## src/sv/kvf_pkg.sv

```systemverilog
// shared types, constants and micro-program of the height/velocity kalman filter
package kvf_pkg;

  localparam int VW     = 32;
  localparam int FB     = 16;
  localparam int PROD_W = 2 * VW;
  localparam int MAG_W  = PROD_W - FB + 1;
  localparam int NUM_W  = VW + FB;
  localparam int PC_W   = 5;
  localparam int SRC_W  = 5;

  typedef logic signed [VW-1:0] val_t;

  localparam val_t VMAX   = {1'b0, {(VW-1){1'b1}}};
  localparam val_t VMIN   = {1'b1, {(VW-1){1'b0}}};
  localparam val_t ONE_Q  = val_t'(64'd1 << FB);
  localparam val_t HALF_Q = val_t'(64'd1 << (FB - 1));

  // configuration register indexes
  localparam logic [1:0] CFG_DT = 2'd0;
  localparam logic [1:0] CFG_Q  = 2'd1;
  localparam logic [1:0] CFG_R  = 2'd2;

  localparam logic [1:0] OP_ADD = 2'd0;
  localparam logic [1:0] OP_SUB = 2'd1;
  localparam logic [1:0] OP_MUL = 2'd2;
  localparam logic [1:0] OP_DIV = 2'd3;

  // working register codes
  localparam logic [SRC_W-1:0] R_DT   = 5'd0;
  localparam logic [SRC_W-1:0] R_Q    = 5'd1;
  localparam logic [SRC_W-1:0] R_R    = 5'd2;
  localparam logic [SRC_W-1:0] R_A    = 5'd3;
  localparam logic [SRC_W-1:0] R_Y    = 5'd4;
  localparam logic [SRC_W-1:0] R_B0   = 5'd5;
  localparam logic [SRC_W-1:0] R_T    = 5'd6;
  localparam logic [SRC_W-1:0] R_U    = 5'd7;
  localparam logic [SRC_W-1:0] R_H    = 5'd8;
  localparam logic [SRC_W-1:0] R_V    = 5'd9;
  localparam logic [SRC_W-1:0] R_T01  = 5'd10;
  localparam logic [SRC_W-1:0] R_P00  = 5'd11;
  localparam logic [SRC_W-1:0] R_P11  = 5'd12;
  localparam logic [SRC_W-1:0] R_E    = 5'd13;
  localparam logic [SRC_W-1:0] R_S    = 5'd14;
  localparam logic [SRC_W-1:0] R_K0   = 5'd15;
  localparam logic [SRC_W-1:0] R_K1   = 5'd16;
  localparam logic [SRC_W-1:0] R_KS0  = 5'd17;
  localparam logic [SRC_W-1:0] R_KS1  = 5'd18;
  localparam logic [SRC_W-1:0] R_EH   = 5'd19;
  localparam logic [SRC_W-1:0] R_EV   = 5'd20;
  localparam logic [SRC_W-1:0] R_CH   = 5'd21;
  localparam logic [SRC_W-1:0] R_CC   = 5'd22;
  localparam logic [SRC_W-1:0] R_CV   = 5'd23;
  localparam logic [SRC_W-1:0] R_HALF = 5'd24;

  localparam logic [PC_W-1:0] PC_K0   = 5'd18;
  localparam logic [PC_W-1:0] PC_LAST = 5'd31;

  typedef struct packed {
    logic [1:0]       op;
    logic [SRC_W-1:0] sx;
    logic [SRC_W-1:0] sy;
    logic [SRC_W-1:0] dst;
  } uop_t;

  typedef struct packed {
    logic       start;
    logic [1:0] op;
  } alu_req_t;

  function automatic uop_t mk(input logic [1:0] op, input logic [SRC_W-1:0] dst,
                              input logic [SRC_W-1:0] sx, input logic [SRC_W-1:0] sy);
    uop_t u;
    u.op = op; u.sx = sx; u.sy = sy; u.dst = dst;
    return u;
  endfunction

  function automatic uop_t get_uop(input logic [PC_W-1:0] pc);
    uop_t u;
    unique case (pc)
      5'd0:  u = mk(OP_MUL, R_T,   R_DT,  R_DT);
      5'd1:  u = mk(OP_MUL, R_B0,  R_T,   R_HALF);
      5'd2:  u = mk(OP_MUL, R_T,   R_DT,  R_EV);
      5'd3:  u = mk(OP_ADD, R_T,   R_EH,  R_T);
      5'd4:  u = mk(OP_MUL, R_U,   R_B0,  R_A);
      5'd5:  u = mk(OP_ADD, R_H,   R_T,   R_U);
      5'd6:  u = mk(OP_MUL, R_T,   R_DT,  R_A);
      5'd7:  u = mk(OP_ADD, R_V,   R_EV,  R_T);
      5'd8:  u = mk(OP_MUL, R_T,   R_DT,  R_CV);
      5'd9:  u = mk(OP_ADD, R_T01, R_CC,  R_T);
      5'd10: u = mk(OP_MUL, R_T,   R_DT,  R_CC);
      5'd11: u = mk(OP_ADD, R_U,   R_CH,  R_T);
      5'd12: u = mk(OP_MUL, R_T,   R_DT,  R_T01);
      5'd13: u = mk(OP_ADD, R_T,   R_U,   R_T);
      5'd14: u = mk(OP_ADD, R_P00, R_T,   R_Q);
      5'd15: u = mk(OP_ADD, R_P11, R_CV,  R_Q);
      5'd16: u = mk(OP_SUB, R_E,   R_Y,   R_H);
      5'd17: u = mk(OP_ADD, R_S,   R_P00, R_R);
      5'd18: u = mk(OP_DIV, R_K0,  R_P00, R_S);
      5'd19: u = mk(OP_DIV, R_K1,  R_T01, R_S);
      5'd20: u = mk(OP_MUL, R_KS0, R_K0,  R_S);
      5'd21: u = mk(OP_MUL, R_KS1, R_K1,  R_S);
      5'd22: u = mk(OP_MUL, R_T,   R_K0,  R_E);
      5'd23: u = mk(OP_ADD, R_EH,  R_H,   R_T);
      5'd24: u = mk(OP_MUL, R_T,   R_K1,  R_E);
      5'd25: u = mk(OP_ADD, R_EV,  R_V,   R_T);
      5'd26: u = mk(OP_MUL, R_T,   R_KS0, R_K0);
      5'd27: u = mk(OP_SUB, R_CH,  R_P00, R_T);
      5'd28: u = mk(OP_MUL, R_T,   R_KS0, R_K1);
      5'd29: u = mk(OP_SUB, R_CC,  R_T01, R_T);
      5'd30: u = mk(OP_MUL, R_T,   R_KS1, R_K1);
      5'd31: u = mk(OP_SUB, R_CV,  R_P11, R_T);
      default: u = mk(OP_ADD, R_T, R_T, R_T);
    endcase
    return u;
  endfunction

  function automatic logic [VW-1:0] magn(input val_t v);
    return v[VW-1] ? (~v + 1'b1) : v;
  endfunction

  // clamp a signed magnitude into range, msb of the result is the clamp flag
  function automatic logic [VW:0] fit(input logic neg, input logic [MAG_W-1:0] mag);
    logic [MAG_W-1:0] lim;
    logic [VW-1:0]    lo;
    lim = neg ? MAG_W'(64'd1 << (VW - 1)) : MAG_W'((64'd1 << (VW - 1)) - 1);
    lo  = mag[VW-1:0];
    if (mag > lim) return {1'b1, neg ? VMIN : VMAX};
    return {1'b0, neg ? (~lo + 1'b1) : lo};
  endfunction

endpackage

```

## src/sv/kvf_in_if.sv

```systemverilog
// request channel carrying acceleration and height samples
interface kvf_in_if;
  logic               valid;
  logic               ready;
  logic signed [31:0] accel_z;
  logic signed [31:0] measured_height;
  modport source(output valid, accel_z, measured_height, input ready);
  modport sink(input valid, accel_z, measured_height, output ready);
endinterface

```

## src/sv/kvf_out_if.sv

```systemverilog
// result channel carrying prior and posterior estimates
interface kvf_out_if;
  logic               valid;
  logic               ready;
  logic signed [31:0] prior_height;
  logic signed [31:0] posterior_height;
  logic signed [31:0] posterior_velocity;
  logic               arith_flag;
  modport source(output valid, prior_height, posterior_height, posterior_velocity, arith_flag,
                 input ready);
  modport sink(input valid, prior_height, posterior_height, posterior_velocity, arith_flag,
               output ready);
endinterface

```

## src/sv/height_velocity_kalman_filter.sv

```systemverilog
// two-state height/velocity kalman filter on a shared alu and a serial divider
// when s is zero the divides and the correction are skipped and the prediction is the result
// an alu step passes the issue and writeback states, each of the two divides the issue and divide states
// one request at a time, none taken until the result is in the output register; the 48-step divider dominates
// synchronous active-low reset: state to zero with unit covariance, config registers to defaults
module height_velocity_kalman_filter
  import kvf_pkg::*;
(
  input  logic             clk,
  input  logic             rst_n,
  kvf_in_if.sink           in_ch,
  kvf_out_if.source        out_ch,
  input  logic             cfg_we,
  input  logic [1:0]       cfg_index,
  input  logic [31:0]      cfg_wdata
);

  localparam logic [2:0] ST_IDLE   = 3'd0;
  localparam logic [2:0] ST_ISSUE  = 3'd1;
  localparam logic [2:0] ST_WB     = 3'd2;
  localparam logic [2:0] ST_DIV    = 3'd3;
  localparam logic [2:0] ST_FINISH = 3'd4;

  logic [2:0]      state_r;
  logic [PC_W-1:0] pc_r;
  logic            flag_r;

  logic [15:0] time_step_r;
  logic [31:0] pvar_r;
  logic [31:0] svar_r;

  val_t dt_r, q_r, r_r, a_r, y_r, b0_r, t_r, u_r, h_r, v_r, t01_r, p00_r, p11_r;
  val_t e_r, s_r, k0_r, k1_r, ks0_r, ks1_r, eh_r, ev_r, ch_r, cc_r, cv_r;

  logic out_valid_r;
  val_t out_prior_r, out_h_r, out_v_r;
  logic out_flag_r;

  uop_t     u;
  val_t     opx, opy;
  alu_req_t alu_req;
  val_t     alu_res;
  logic     alu_ovf;
  logic     div_start;
  logic     div_done;
  val_t     div_quo;
  logic     div_ovf;
  logic     in_acc;
  logic     zero_s;
  logic     wb_en;
  val_t     wb_val;

  assign u      = get_uop(pc_r);
  assign in_acc = in_ch.valid && in_ch.ready;
  assign zero_s = (state_r == ST_ISSUE) && (u.op == OP_DIV) && (pc_r == PC_K0) && (s_r == '0);

  assign in_ch.ready = (state_r == ST_IDLE);

  always_comb begin
    unique case (u.sx)
      R_DT:    opx = dt_r;
      R_Q:     opx = q_r;
      R_R:     opx = r_r;
      R_A:     opx = a_r;
      R_Y:     opx = y_r;
      R_B0:    opx = b0_r;
      R_T:     opx = t_r;
      R_U:     opx = u_r;
      R_H:     opx = h_r;
      R_V:     opx = v_r;
      R_T01:   opx = t01_r;
      R_P00:   opx = p00_r;
      R_P11:   opx = p11_r;
      R_E:     opx = e_r;
      R_S:     opx = s_r;
      R_K0:    opx = k0_r;
      R_K1:    opx = k1_r;
      R_KS0:   opx = ks0_r;
      R_KS1:   opx = ks1_r;
      R_EH:    opx = eh_r;
      R_EV:    opx = ev_r;
      R_CH:    opx = ch_r;
      R_CC:    opx = cc_r;
      R_CV:    opx = cv_r;
      default: opx = HALF_Q;
    endcase
  end

  always_comb begin
    unique case (u.sy)
      R_DT:    opy = dt_r;
      R_Q:     opy = q_r;
      R_R:     opy = r_r;
      R_A:     opy = a_r;
      R_Y:     opy = y_r;
      R_B0:    opy = b0_r;
      R_T:     opy = t_r;
      R_U:     opy = u_r;
      R_H:     opy = h_r;
      R_V:     opy = v_r;
      R_T01:   opy = t01_r;
      R_P00:   opy = p00_r;
      R_P11:   opy = p11_r;
      R_E:     opy = e_r;
      R_S:     opy = s_r;
      R_K0:    opy = k0_r;
      R_K1:    opy = k1_r;
      R_KS0:   opy = ks0_r;
      R_KS1:   opy = ks1_r;
      R_EH:    opy = eh_r;
      R_EV:    opy = ev_r;
      R_CH:    opy = ch_r;
      R_CC:    opy = cc_r;
      R_CV:    opy = cv_r;
      default: opy = HALF_Q;
    endcase
  end

  assign alu_req.start = (state_r == ST_ISSUE) && (u.op != OP_DIV);
  assign alu_req.op    = u.op;
  assign div_start     = (state_r == ST_ISSUE) && (u.op == OP_DIV) && !zero_s;

  kvf_alu u_alu (
    .clk (clk),
    .req (alu_req),
    .x   (opx),
    .y   (opy),
    .res (alu_res),
    .ovf (alu_ovf)
  );

  kvf_div u_div (
    .clk   (clk),
    .rst_n (rst_n),
    .start (div_start),
    .num   (opx),
    .den   (opy),
    .done  (div_done),
    .quo   (div_quo),
    .ovf   (div_ovf)
  );

  assign wb_en  = (state_r == ST_WB) || ((state_r == ST_DIV) && div_done);
  assign wb_val = (state_r == ST_WB) ? alu_res : div_quo;

  // sequencer
  always_ff @(posedge clk) begin
    if (!rst_n) begin
      state_r <= ST_IDLE;
      pc_r    <= '0;
    end else begin
      unique case (state_r)
        ST_IDLE: begin
          if (in_acc) begin
            state_r <= ST_ISSUE;
            pc_r    <= '0;
          end
        end
        ST_ISSUE: begin
          if (zero_s) state_r <= ST_FINISH;
          else if (u.op == OP_DIV) state_r <= ST_DIV;
          else state_r <= ST_WB;
        end
        ST_WB, ST_DIV: begin
          if (wb_en) begin
            pc_r    <= pc_r + 1'b1;
            state_r <= (pc_r == PC_LAST) ? ST_FINISH : ST_ISSUE;
          end
        end
        ST_FINISH: begin
          if (!out_valid_r || out_ch.ready) state_r <= ST_IDLE;
        end
        default: state_r <= ST_IDLE;
      endcase
    end
  end

  always_ff @(posedge clk) begin
    if (!rst_n) begin
      time_step_r <= 16'd655;
      pvar_r      <= 32'd164;
      svar_r      <= 32'd5898;
    end else if (cfg_we) begin
      unique case (cfg_index)
        CFG_DT:  time_step_r <= cfg_wdata[15:0];
        CFG_Q:   pvar_r      <= cfg_wdata;
        CFG_R:   svar_r      <= cfg_wdata;
        default: ;
      endcase
    end
  end

  always_ff @(posedge clk) begin
    if (!rst_n) begin
      flag_r <= 1'b0;
    end else if (in_acc) begin
      flag_r <= pvar_r[31] | svar_r[31];
    end else if (zero_s) begin
      flag_r <= 1'b1;
    end else if (wb_en) begin
      flag_r <= flag_r | ((state_r == ST_WB) ? alu_ovf : div_ovf);
    end
  end

  // filter state and working registers
  always_ff @(posedge clk) begin
    if (!rst_n) begin
      eh_r <= '0;
      ev_r <= '0;
      ch_r <= ONE_Q;
      cc_r <= '0;
      cv_r <= ONE_Q;
    end else if (in_acc) begin
      dt_r <= {16'd0, time_step_r};
      q_r  <= pvar_r[31] ? VMAX : pvar_r;
      r_r  <= svar_r[31] ? VMAX : svar_r;
      a_r  <= in_ch.accel_z;
      y_r  <= in_ch.measured_height;
    end else if (zero_s) begin
      // correction skipped, posterior is the prediction
      eh_r <= h_r;
      ev_r <= v_r;
      ch_r <= p00_r;
      cc_r <= t01_r;
      cv_r <= p11_r;
    end else if (wb_en) begin
      unique case (u.dst)
        R_B0:    b0_r  <= wb_val;
        R_T:     t_r   <= wb_val;
        R_U:     u_r   <= wb_val;
        R_H:     h_r   <= wb_val;
        R_V:     v_r   <= wb_val;
        R_T01:   t01_r <= wb_val;
        R_P00:   p00_r <= wb_val;
        R_P11:   p11_r <= wb_val;
        R_E:     e_r   <= wb_val;
        R_S:     s_r   <= wb_val;
        R_K0:    k0_r  <= wb_val;
        R_K1:    k1_r  <= wb_val;
        R_KS0:   ks0_r <= wb_val;
        R_KS1:   ks1_r <= wb_val;
        R_EH:    eh_r  <= wb_val;
        R_EV:    ev_r  <= wb_val;
        R_CH:    ch_r  <= wb_val;
        R_CC:    cc_r  <= wb_val;
        R_CV:    cv_r  <= wb_val;
        default: ;
      endcase
    end
  end

  // output register
  always_ff @(posedge clk) begin
    if (!rst_n) begin
      out_valid_r <= 1'b0;
    end else if (state_r == ST_FINISH && (!out_valid_r || out_ch.ready)) begin
      out_valid_r <= 1'b1;
    end else if (out_ch.ready) begin
      out_valid_r <= 1'b0;
    end
  end

  always_ff @(posedge clk) begin
    if (state_r == ST_FINISH && (!out_valid_r || out_ch.ready)) begin
      out_prior_r <= h_r;
      out_h_r     <= eh_r;
      out_v_r     <= ev_r;
      out_flag_r  <= flag_r;
    end
  end

  assign out_ch.valid              = out_valid_r;
  assign out_ch.prior_height       = out_prior_r;
  assign out_ch.posterior_height   = out_h_r;
  assign out_ch.posterior_velocity = out_v_r;
  assign out_ch.arith_flag         = out_flag_r;

endmodule

```

## src/sv/kvf_alu.sv

```systemverilog
// shared saturating add/sub and rounding fixed point multiplier, one register stage
module kvf_alu
  import kvf_pkg::*;
(
  input  logic     clk,
  input  alu_req_t req,
  input  val_t     x,
  input  val_t     y,
  output val_t     res,
  output logic     ovf
);

  logic              mul_r;
  logic              neg_r;
  logic [PROD_W-1:0] prod_r;
  logic [VW:0]       sum_r;
  logic [PROD_W-1:0] rnd;
  logic [VW:0]       fr;

  always_ff @(posedge clk) begin
    if (req.start) begin
      mul_r  <= (req.op == OP_MUL);
      neg_r  <= x[VW-1] ^ y[VW-1];
      prod_r <= PROD_W'(magn(x)) * PROD_W'(magn(y));
      sum_r  <= (req.op == OP_SUB) ? ({x[VW-1], x} - {y[VW-1], y})
                                   : ({x[VW-1], x} + {y[VW-1], y});
    end
  end

  always_comb begin
    rnd = prod_r + PROD_W'(HALF_Q);
    fr  = fit(neg_r, {1'b0, rnd[PROD_W-1:FB]});
    if (mul_r) begin
      res = fr[VW-1:0];
      ovf = fr[VW];
    end else if (sum_r[VW] != sum_r[VW-1]) begin
      res = sum_r[VW] ? VMIN : VMAX;
      ovf = 1'b1;
    end else begin
      res = sum_r[VW-1:0];
      ovf = 1'b0;
    end
  end

endmodule

```

## src/sv/kvf_div.sv

```systemverilog
// radix-2 restoring divider for fixed point quotients, rounded to nearest
module kvf_div
  import kvf_pkg::*;
(
  input  logic clk,
  input  logic rst_n,
  input  logic start,
  input  val_t num,
  input  val_t den,
  output logic done,
  output val_t quo,
  output logic ovf
);

  localparam int CNT_W = $clog2(NUM_W + 1);

  logic             busy_r;
  logic             done_r;
  logic [CNT_W-1:0] cnt_r;
  logic [NUM_W-1:0] num_r;
  logic [NUM_W-1:0] quo_r;
  logic [VW-1:0]    rem_r;
  logic [VW-1:0]    d_r;
  logic             neg_r;
  logic [VW:0]      trial;
  logic [VW:0]      diff;
  logic             ge;
  logic             up;
  logic [VW:0]      fr;

  assign trial = {rem_r, num_r[NUM_W-1]};
  assign diff  = trial - {1'b0, d_r};
  assign ge    = trial >= {1'b0, d_r};

  always_ff @(posedge clk) begin
    if (!rst_n) begin
      busy_r <= 1'b0;
      done_r <= 1'b0;
      cnt_r  <= '0;
    end else begin
      done_r <= 1'b0;
      if (start) begin
        busy_r <= 1'b1;
        cnt_r  <= CNT_W'(NUM_W);
      end else if (busy_r) begin
        cnt_r <= cnt_r - 1'b1;
        if (cnt_r == CNT_W'(1)) begin
          busy_r <= 1'b0;
          done_r <= 1'b1;
        end
      end
    end
  end

  always_ff @(posedge clk) begin
    if (start) begin
      num_r <= {magn(num), {FB{1'b0}}};
      d_r   <= magn(den);
      rem_r <= '0;
      quo_r <= '0;
      neg_r <= num[VW-1] ^ den[VW-1];
    end else if (busy_r) begin
      rem_r <= ge ? diff[VW-1:0] : trial[VW-1:0];
      quo_r <= {quo_r[NUM_W-2:0], ge};
      num_r <= num_r << 1;
    end
  end

  // round half up on the magnitude
  always_comb begin
    up = rem_r >= (d_r - rem_r);
    fr = fit(neg_r, MAG_W'(quo_r) + MAG_W'(up));
  end

  assign done = done_r;
  assign quo  = fr[VW-1:0];
  assign ovf  = fr[VW];

endmodule

```

## src/flat_wrapper.sv

```systemverilog
// flat-port wrapper written by rule: the top's interface ports become plain ports
module height_velocity_kalman_filter_flat import kvf_pkg::*;
  (clk, rst_n, cfg_we, cfg_index, cfg_wdata, in_ch_valid, in_ch_accel_z, in_ch_measured_height, in_ch_ready, out_ch_valid, out_ch_prior_height, out_ch_posterior_height, out_ch_posterior_velocity, out_ch_arith_flag, out_ch_ready);
  kvf_in_if in_ch_i ();
  kvf_out_if out_ch_i ();
  input  logic clk;
  input  logic rst_n;
  input  logic cfg_we;
  input  logic [1:0] cfg_index;
  input  logic [31:0] cfg_wdata;
  input wire logic [$bits(in_ch_i.valid)-1:0] in_ch_valid;
  input wire logic [$bits(in_ch_i.accel_z)-1:0] in_ch_accel_z;
  input wire logic [$bits(in_ch_i.measured_height)-1:0] in_ch_measured_height;
  output wire logic [$bits(in_ch_i.ready)-1:0] in_ch_ready;
  output wire logic [$bits(out_ch_i.valid)-1:0] out_ch_valid;
  output wire logic [$bits(out_ch_i.prior_height)-1:0] out_ch_prior_height;
  output wire logic [$bits(out_ch_i.posterior_height)-1:0] out_ch_posterior_height;
  output wire logic [$bits(out_ch_i.posterior_velocity)-1:0] out_ch_posterior_velocity;
  output wire logic [$bits(out_ch_i.arith_flag)-1:0] out_ch_arith_flag;
  input wire logic [$bits(out_ch_i.ready)-1:0] out_ch_ready;
  assign in_ch_i.valid = in_ch_valid;
  assign in_ch_i.accel_z = in_ch_accel_z;
  assign in_ch_i.measured_height = in_ch_measured_height;
  assign in_ch_ready = in_ch_i.ready;
  assign out_ch_valid = out_ch_i.valid;
  assign out_ch_prior_height = out_ch_i.prior_height;
  assign out_ch_posterior_height = out_ch_i.posterior_height;
  assign out_ch_posterior_velocity = out_ch_i.posterior_velocity;
  assign out_ch_arith_flag = out_ch_i.arith_flag;
  assign out_ch_i.ready = out_ch_ready;
  height_velocity_kalman_filter u_core (.clk(clk), .rst_n(rst_n), .in_ch(in_ch_i), .out_ch(out_ch_i), .cfg_we(cfg_we), .cfg_index(cfg_index), .cfg_wdata(cfg_wdata));
endmodule
```

## config.mk

```make
export PLATFORM = sky130hd
export DESIGN_NAME = height_velocity_kalman_filter_flat
export DESIGN_NICKNAME = d
export VERILOG_FILES = /design/src/sv/kvf_pkg.sv /design/src/sv/kvf_in_if.sv /design/src/sv/kvf_out_if.sv /design/src/sv/height_velocity_kalman_filter.sv /design/src/sv/kvf_alu.sv /design/src/sv/kvf_div.sv /design/src/flat_wrapper.sv
export SDC_FILE = /design/constraint.sdc
export NUM_CORES = 2
export LEC_CHECK = 0
export ABC_AREA = 0
export BUFFER_PORTS_ARGS = -buffer_cell sky130_fd_sc_hd__buf_4
export CORE_MARGIN = 2
export CORE_UTILIZATION = 30
export CTS_CLUSTER_DIAMETER = 150
export DETAILED_ROUTE_END_ITERATION = 8
export PLACE_DENSITY = 0.47
export SLEW_MARGIN = 20
export SYNTH_ARGS = -nofsm -noshare
export SYNTH_HDL_FRONTEND = slang
export SYNTH_HIERARCHICAL = 1
export SYNTH_SLANG_ARGS = --single-unit
```

## constraint.sdc

```tcl
create_clock -name clk -period 24.7 [get_ports clk]
set_input_delay 1.235 -clock clk [delete_from_list [all_inputs] [get_ports clk]]
set_output_delay 1.235 -clock clk [all_outputs]
set_load 0.02 [all_outputs]
```

== Word-level counts from Yosys, hierarchy flattened ==
Memories as Yosys holds them, arrays and structs flattened. A register that Yosys moved wholly into a read port is not among the register bits.
Cells that the tools add are included.
Widths: inputs -> output; s select.

* Memories kept: 1
* Input bits: 103
* Word-level logic and storage cells: 281
* Register bits: 1191
* Output and inout port bits: 99
* ROM bits: 544

* Equality and inequality tests: 82
* $mul: 1
* Add/sub/neg operators: 12
* Reductions and logical operators: 55
* Order comparisons: 4
* Bitwise operators: 11
* Muxes and demuxes: 65

{| class="wikitable"
|+ Memories
! memory !! words !! bits a word !! read ports !! clocked after Yosys merged registers in !! wr ports !! RTL line !! RTL
|-
| (no name shown) || 32 || 17 || 1 || 1 || 0 || kvf_pkg.sv:80 || <nowiki>unique case (pc)</nowiki>
|}

{| class="wikitable"
|+ Operator list
! kind !! number
|-
| $pmux 32 s24 || 2
|-
| $mux 32 || 28
|-
| $mux 33 || 5
|-
| $eq 5x5->1 const B || 26
|-
| $add 32x1->32 const B || 4
|-
| $not 32->32 || 4
|-
| $eq 5x4->1 const B || 24
|-
| $mux 48 || 2
|-
| $reduce_and 5->1 || 14
|-
| $add 64x16->64 const B || 1
|-
| $mul 32x32->64 || 1
|-
| $sub 32x32->32 || 2
|-
| $eq 5x3->1 const B || 11
|-
| $add 48x1->49 || 1
|-
| $gt 49x32->1 || 1
|-
| $gt 48x32->1 || 1
|-
| $add 32x32->33 || 1
|-
| $ge 33x32->1 || 1
|-
| $sub 32x32->33 || 1
|-
| $ge 32x32->1 || 1
|-
| $logic_not 32->1 || 1
|-
| $reduce_and 3->1 || 7
|-
| $eq 5x2->1 const B || 4
|-
| $mux 5 || 4
|-
| other kinds (31) || 83
|}

== Logic depth before layout (Yosys ltp) ==
* Word-level depth: 12
* Gate-level depth with buffers: 47
* Depth with buffers taken out: 43

== Modules after synthesis ==
Netlist, hierarchy kept.

{| class="wikitable"
|+ By module, submodules not included
! module !! times used !! sequential area each (um^2) !! cells an instance !! area each (um^2)
|-
| height_velocity_kalman_filter || 1 || 25974.9 || 3502 || 41931.5
|-
| kvf_alu || 1 || 2522.4 || 4832 || 41448.5
|-
| kvf_div || 1 || 3713.6 || 1712 || 13962.1
|}

== Worst setup path after synthesis ==
OpenSTA, ideal clock, no wires.

* Path type: register -> register
* From: register, netlist name u_core/u[13]
* To: register u_core.u_alu.prod_r[63] (data pin)
* Buffers on the path: 5
* Period minus slack after synthesis: 11200 ps
* Setup time: 263 ps
* Data arrival time: 10937 ps
* Cell stages (with the launch flop): 43
* Slack: 13500 ps
* Data required time: 24437 ps
* Path through: dfxtp_1 > buf_2 > or3_1 > nor2_1 > buf_2 > buf_2 > a22oi_1 > nand2_1 > nor4_1 > nand4_1 > or4_1 > nor4_1 > nand2b_1 > or2_2 > or3_1 > or2_2 > or3_1 > nand2_1 > [... 7 more ...] > fa_1 > fa_1 > inv_1 > fa_1 > fa_1 > fa_1 > fa_1 > ha_1 > clkbuf_1 > a21oi_1 > o21ai_0 > a221o_1 > a21oi_1 > o221a_2 > a21oi_1 > a31o_2 > a311oi_1 > xnor2_1

* Longest elaborated chain between the ends: 6
* Elaborated cells on any way between the ends: 29
* Those cells by class: add/sub: 1; mul: 1; eq/ne: 23; mux: 2; bitwise: 1; reduce/logical: 1

{| class="wikitable"
|+ Ends and longest elaborated chain
! item !! RTL line !! RTL
|-
| $eq 5x5->1, or another cell as far along || height_velocity_kalman_filter.sv:60 || <nowiki>unique case (u.sx)</nowiki>
|-
| $pmux 32 s24 (*) || height_velocity_kalman_filter.sv:60 ||
|-
| via u_core.opx[9] || height_velocity_kalman_filter.sv:40 || <nowiki>val_t opx, opy;</nowiki>
|-
| $not 32->32 || kvf_pkg.sv:119 || <nowiki>return v[VW-1] ? (~v + 1'b1) : v;</nowiki>
|-
| $add 32x1->32 || kvf_pkg.sv:119 ||
|-
| $mux 32 (*) || kvf_pkg.sv:119 ||
|-
| $mul 32x32->64 (*) || kvf_alu.sv:24 || <nowiki>prod_r <= PROD_W'(magn(x)) * PROD_W'(magn(y));</nowiki>
|-
| to (signal assigned) || kvf_alu.sv:24 ||
|-
| to (decl) || kvf_alu.sv:15 || <nowiki>logic [PROD_W-1:0] prod_r;</nowiki>
|}

The timed path passes the listed nets; every way through them passes the cells marked *.
A chain may end at the register's enable or synchronous reset.

== Worst setup path after layout ==
* From: register, netlist name u_core/u[5]
* To: register u_core.u_alu.prod_r[63] (data pin)

* Longest elaborated chain between the ends: 6
* Elaborated cells on any way between the ends: 29
* Those cells by class: add/sub: 1; mul: 1; eq/ne: 23; mux: 2; bitwise: 1; reduce/logical: 1

{| class="wikitable"
|+ Ends and longest elaborated chain
! item !! RTL line !! RTL
|-
| $eq 5x5->1, or another cell as far along || height_velocity_kalman_filter.sv:90 || <nowiki>unique case (u.sy)</nowiki>
|-
| $pmux 32 s24 (*) || height_velocity_kalman_filter.sv:90 ||
|-
| via u_core.opy[4] || height_velocity_kalman_filter.sv:40 ||
|-
| $not 32->32 || kvf_pkg.sv:119 ||
|-
| $add 32x1->32 || kvf_pkg.sv:119 ||
|-
| $mux 32 (*) || kvf_pkg.sv:119 ||
|-
| $mul 32x32->64 (*) || kvf_alu.sv:24 ||
|}

Marks and branches as above.

==> summary.txt <==
Run status
  • Status: finished with violations
  • Failing checks: DRC

Floorplan
  • Core area: 323,000 µm²
  • Starting density of the core: 30.1%
  • Die H: 574 µm
  • FP Rows: ~210
  • I/O Pins: ~200
  • Die area: 329,000 µm²
  • Die width: ~570 µm

CTS
  • Root buffer cell: clkbuf_16
  • Post-CTS Setup Bufs: 0
  • Clk pin slew, worst setup/hold paths: approximately 0.060 ns
  • CTS Buf Count: 143
  • CTS Hold Bufs: 0
  • CTS tree: yes
  • Sink Count: 1,191
  • Deepest clock path buffer count: 4
  • H-tree lvl count: 4
  • Number of gates resized after cts: 0
  • Clock Latency Late Sink: 0.87 ns

GRT
  • Initial antenna violation count: 20
  • Pin count of the biggest net entering global routing: 105
  • Grt ovf: 0
  • Number of global-route vias before repair: 83,500
  • Total track usage: 27.5%
  • Global-route wire length before repair: 650,000 µm

Setup path
  • FF-to-FF Start: u_core/u[5]
  • Crit path depth: 35
  • CP peak stage delay: around 0.85 ns
  • CP endpoint kind: register
  • Reg2Reg Setup Slack: between 10 and 15 ns
  • Critical Path AT: 14.50 ns
  • CP max-delay cell: xor2_4
  • Worst setup endpoint: u_core/u_alu/prod_r[63]
  • Crit-path max FO: 20
  • Buf/Inv on CP: 1
  • Crit path kind: reg2reg
  • Largest delay contributor family on the critical path: simple AND/OR/NAND/NOR gates
  • Most frequent CP cell: fa_1
  • R2R cell count: 35
  • Crit path launch: u_core/u[5]
  • Setup crit start kind: register
  • Critical R2R Capture: u_core/u_alu/prod_r[63]
  • Critical Path RT: 25.26 ns

Cells and area
  • Top Registers: u_core/u_alu/prod_r: 49 flops, u_core/u_div/quo_r: 48 flops, u_core/u_alu/sum_r: 33 flops
  • Final core utilization: 33.9%
  • Largest register FFs: 49
  • Finished Layout Cells: approximately 15,000
  • Fin nets: 11,600
  • Fraction of layout cells with a size suffix above 1: 10.9%
  • Fin area: 110,000 µm²
  • Area grow syn2layout: 12.8%
  • Reg with most FFs: u_core/u_alu/prod_r

Routing
  • DR iter-0 viols: around 10,000
  • Vias: 83,900
  • First-pass DRT Iterations: 9
  • Antenna-violating nets left: 0
  • Drt via density: 5.78
  • DRC viols: 22
  • Wirelength per Cell: 32.0 µm
  • Final WL: 465,000 µm

Logic synthesis
  • Yosys cell types: between 100 and 150
  • Syn nets: 11,500
  • Yosys warns: 6
  • EDFF count, synth: around 840
  • Post-synthesis cell area: approximately 100,000 µm²
  • Post-synthesis cell count: ~10,000
  • Number of synthesized register bits: 1,191
  • Synth Flop Type: edfxtp_1
  • Synth Area per Inst: 9.69 µm²
  • Ys async rst share: 0%
  • Sequential area share after synthesis: 33.1%

Place
  • Placed Instances: 14,300
  • Final Wtd Congestion: 0.967
  • # port buffers: 201
  • Post-DP Area: ~110,000 µm²
  • Hpwl dp: ~330,000 µm

Timing
  • RSZ-0062 raised after global routing: no
  • F_max: 71.7 MHz
  • Worst Tran Pin Value: 1.19 ns
  • Final slew viol count: 0
  • Fin. Hold Viols: 0
  • Setup TNS: 0 ns
  • Relative slew slack: 20.5%
  • Setup Skew: 0.0678 ns
  • Minimum clock period: ~14 ns
  • Final setup viols: 0
  • Fin crit share: 56.4%

Run
  • # Max-Cap Violations: 0

Hold path
  • HP Class: reg2reg
-- cell type report --
type                    instances  area, µm²
fillers                     32900     214000
multi-input cells            7210      60000
flip-flops and latches       1191      32200
well taps                    4325       5410
inverters                    1057       3980
clock buffers                 194       3940
repair buffers                472       3560
clock inverters                61        713
diodes                         11       27.5
-- how the worst min path moves through the flow --
stage,cells past startpoint,to,slack [ns],startpoint
2_1_floorplan,0,u_core/dt_r[0],0.41,u_core/time_step_r[0]
3_3_place_gp,0,u_core/dt_r[8],0.42,u_core/time_step_r[8]
3_5_place_dp,0,u_core/dt_r[15],0.42,u_core/time_step_r[15]
4_1_cts,0,u_core/dt_r[9],0.43,u_core/time_step_r[9]
5_1_grt,0,u_core/dt_r[6],0.44,u_core/time_step_r[6]
6_report,0,u_core/dt_r[9],0.43,u_core/time_step_r[9]
-- per-layer routing --
layer,track usage [%],wire length (µm),vias up
met5,0,66,-
met4,13.2,26800,12
met3,6.86,47100,1329
met2,42.7,204000,5173
met1,35.7,187000,42400
li1,-,-,35000
-- cells in the final DEF, fill, tap and decap left out, drive strengths merged, types with 100 or more instances in the layout --
cell type and instances:
nand2 1235, a21oi 543, ha 474, a22oi 672
fa 898, edfxtp 836, clkbuf 194, nand4 177
a21o 100, o211ai 180, o21ai 227, inv 1065
buf 472, nor3 120, dfxtp 355, xnor2 221
nand3 151, xor2 197, nor2 873
-- worst reg2reg max path, delay by kind of cell (launching register included) --
family / cells / cell delay (ns)
AO/OA/AOI/OAI: 9 / 2.15
XOR/XNOR: 2 / 0.95
adder cells (fa/ha/maj): 9 / 4.50
buffers and inverters: 1 / 0.41
flip-flops: 1 / 0.36
AND/OR/NAND/NOR: 14 / 5.28
-- cells in the mapped netlist (all sizes together), types with 197 or more instances --
library cell	number	area (µm²)
clkbuf	408	1530
xor2	197	1730
ha	474	5930
xnor2	221	1950
fa	898	18000
a21oi	543	2870
edfxtp	836	25100
dfxtp	355	7110
o21ai	227	1150
nor2	873	3290
inv	1055	3960
nand2	1235	4650
a22oi	672	5040
-- kinds of logic (layout without fill, tap and decap cells) --
logic type,Yosys count,count (layout),share of synthesized area (%)
AO/OA/AOI/OAI,2187,2187,15.7
XOR/XNOR,419,419,3.81
adder cells (fa/ha/maj),1372,1372,24.6
buffers and inverters,1645,1784,6.79
flip-flops,1191,1191,33.1
multiplexers,125,125,1.37
other,0,11,0
AND/OR/NAND/NOR,3107,3107,14.6
-- stage by stage --
stage	worst slack, ns	hold WS (ns)
2_1_floorplan	13.50	0.408
3_3_place_gp	10.84	0.415
3_5_place_dp	11.10	0.416
4_1_cts	11.06	0.427
5_1_grt	10.40	0.442
6_report	10.76	0.426
Power is not shown: default switching activity piles up to over one toggle a cycle in this logic, so the estimate is an artifact.
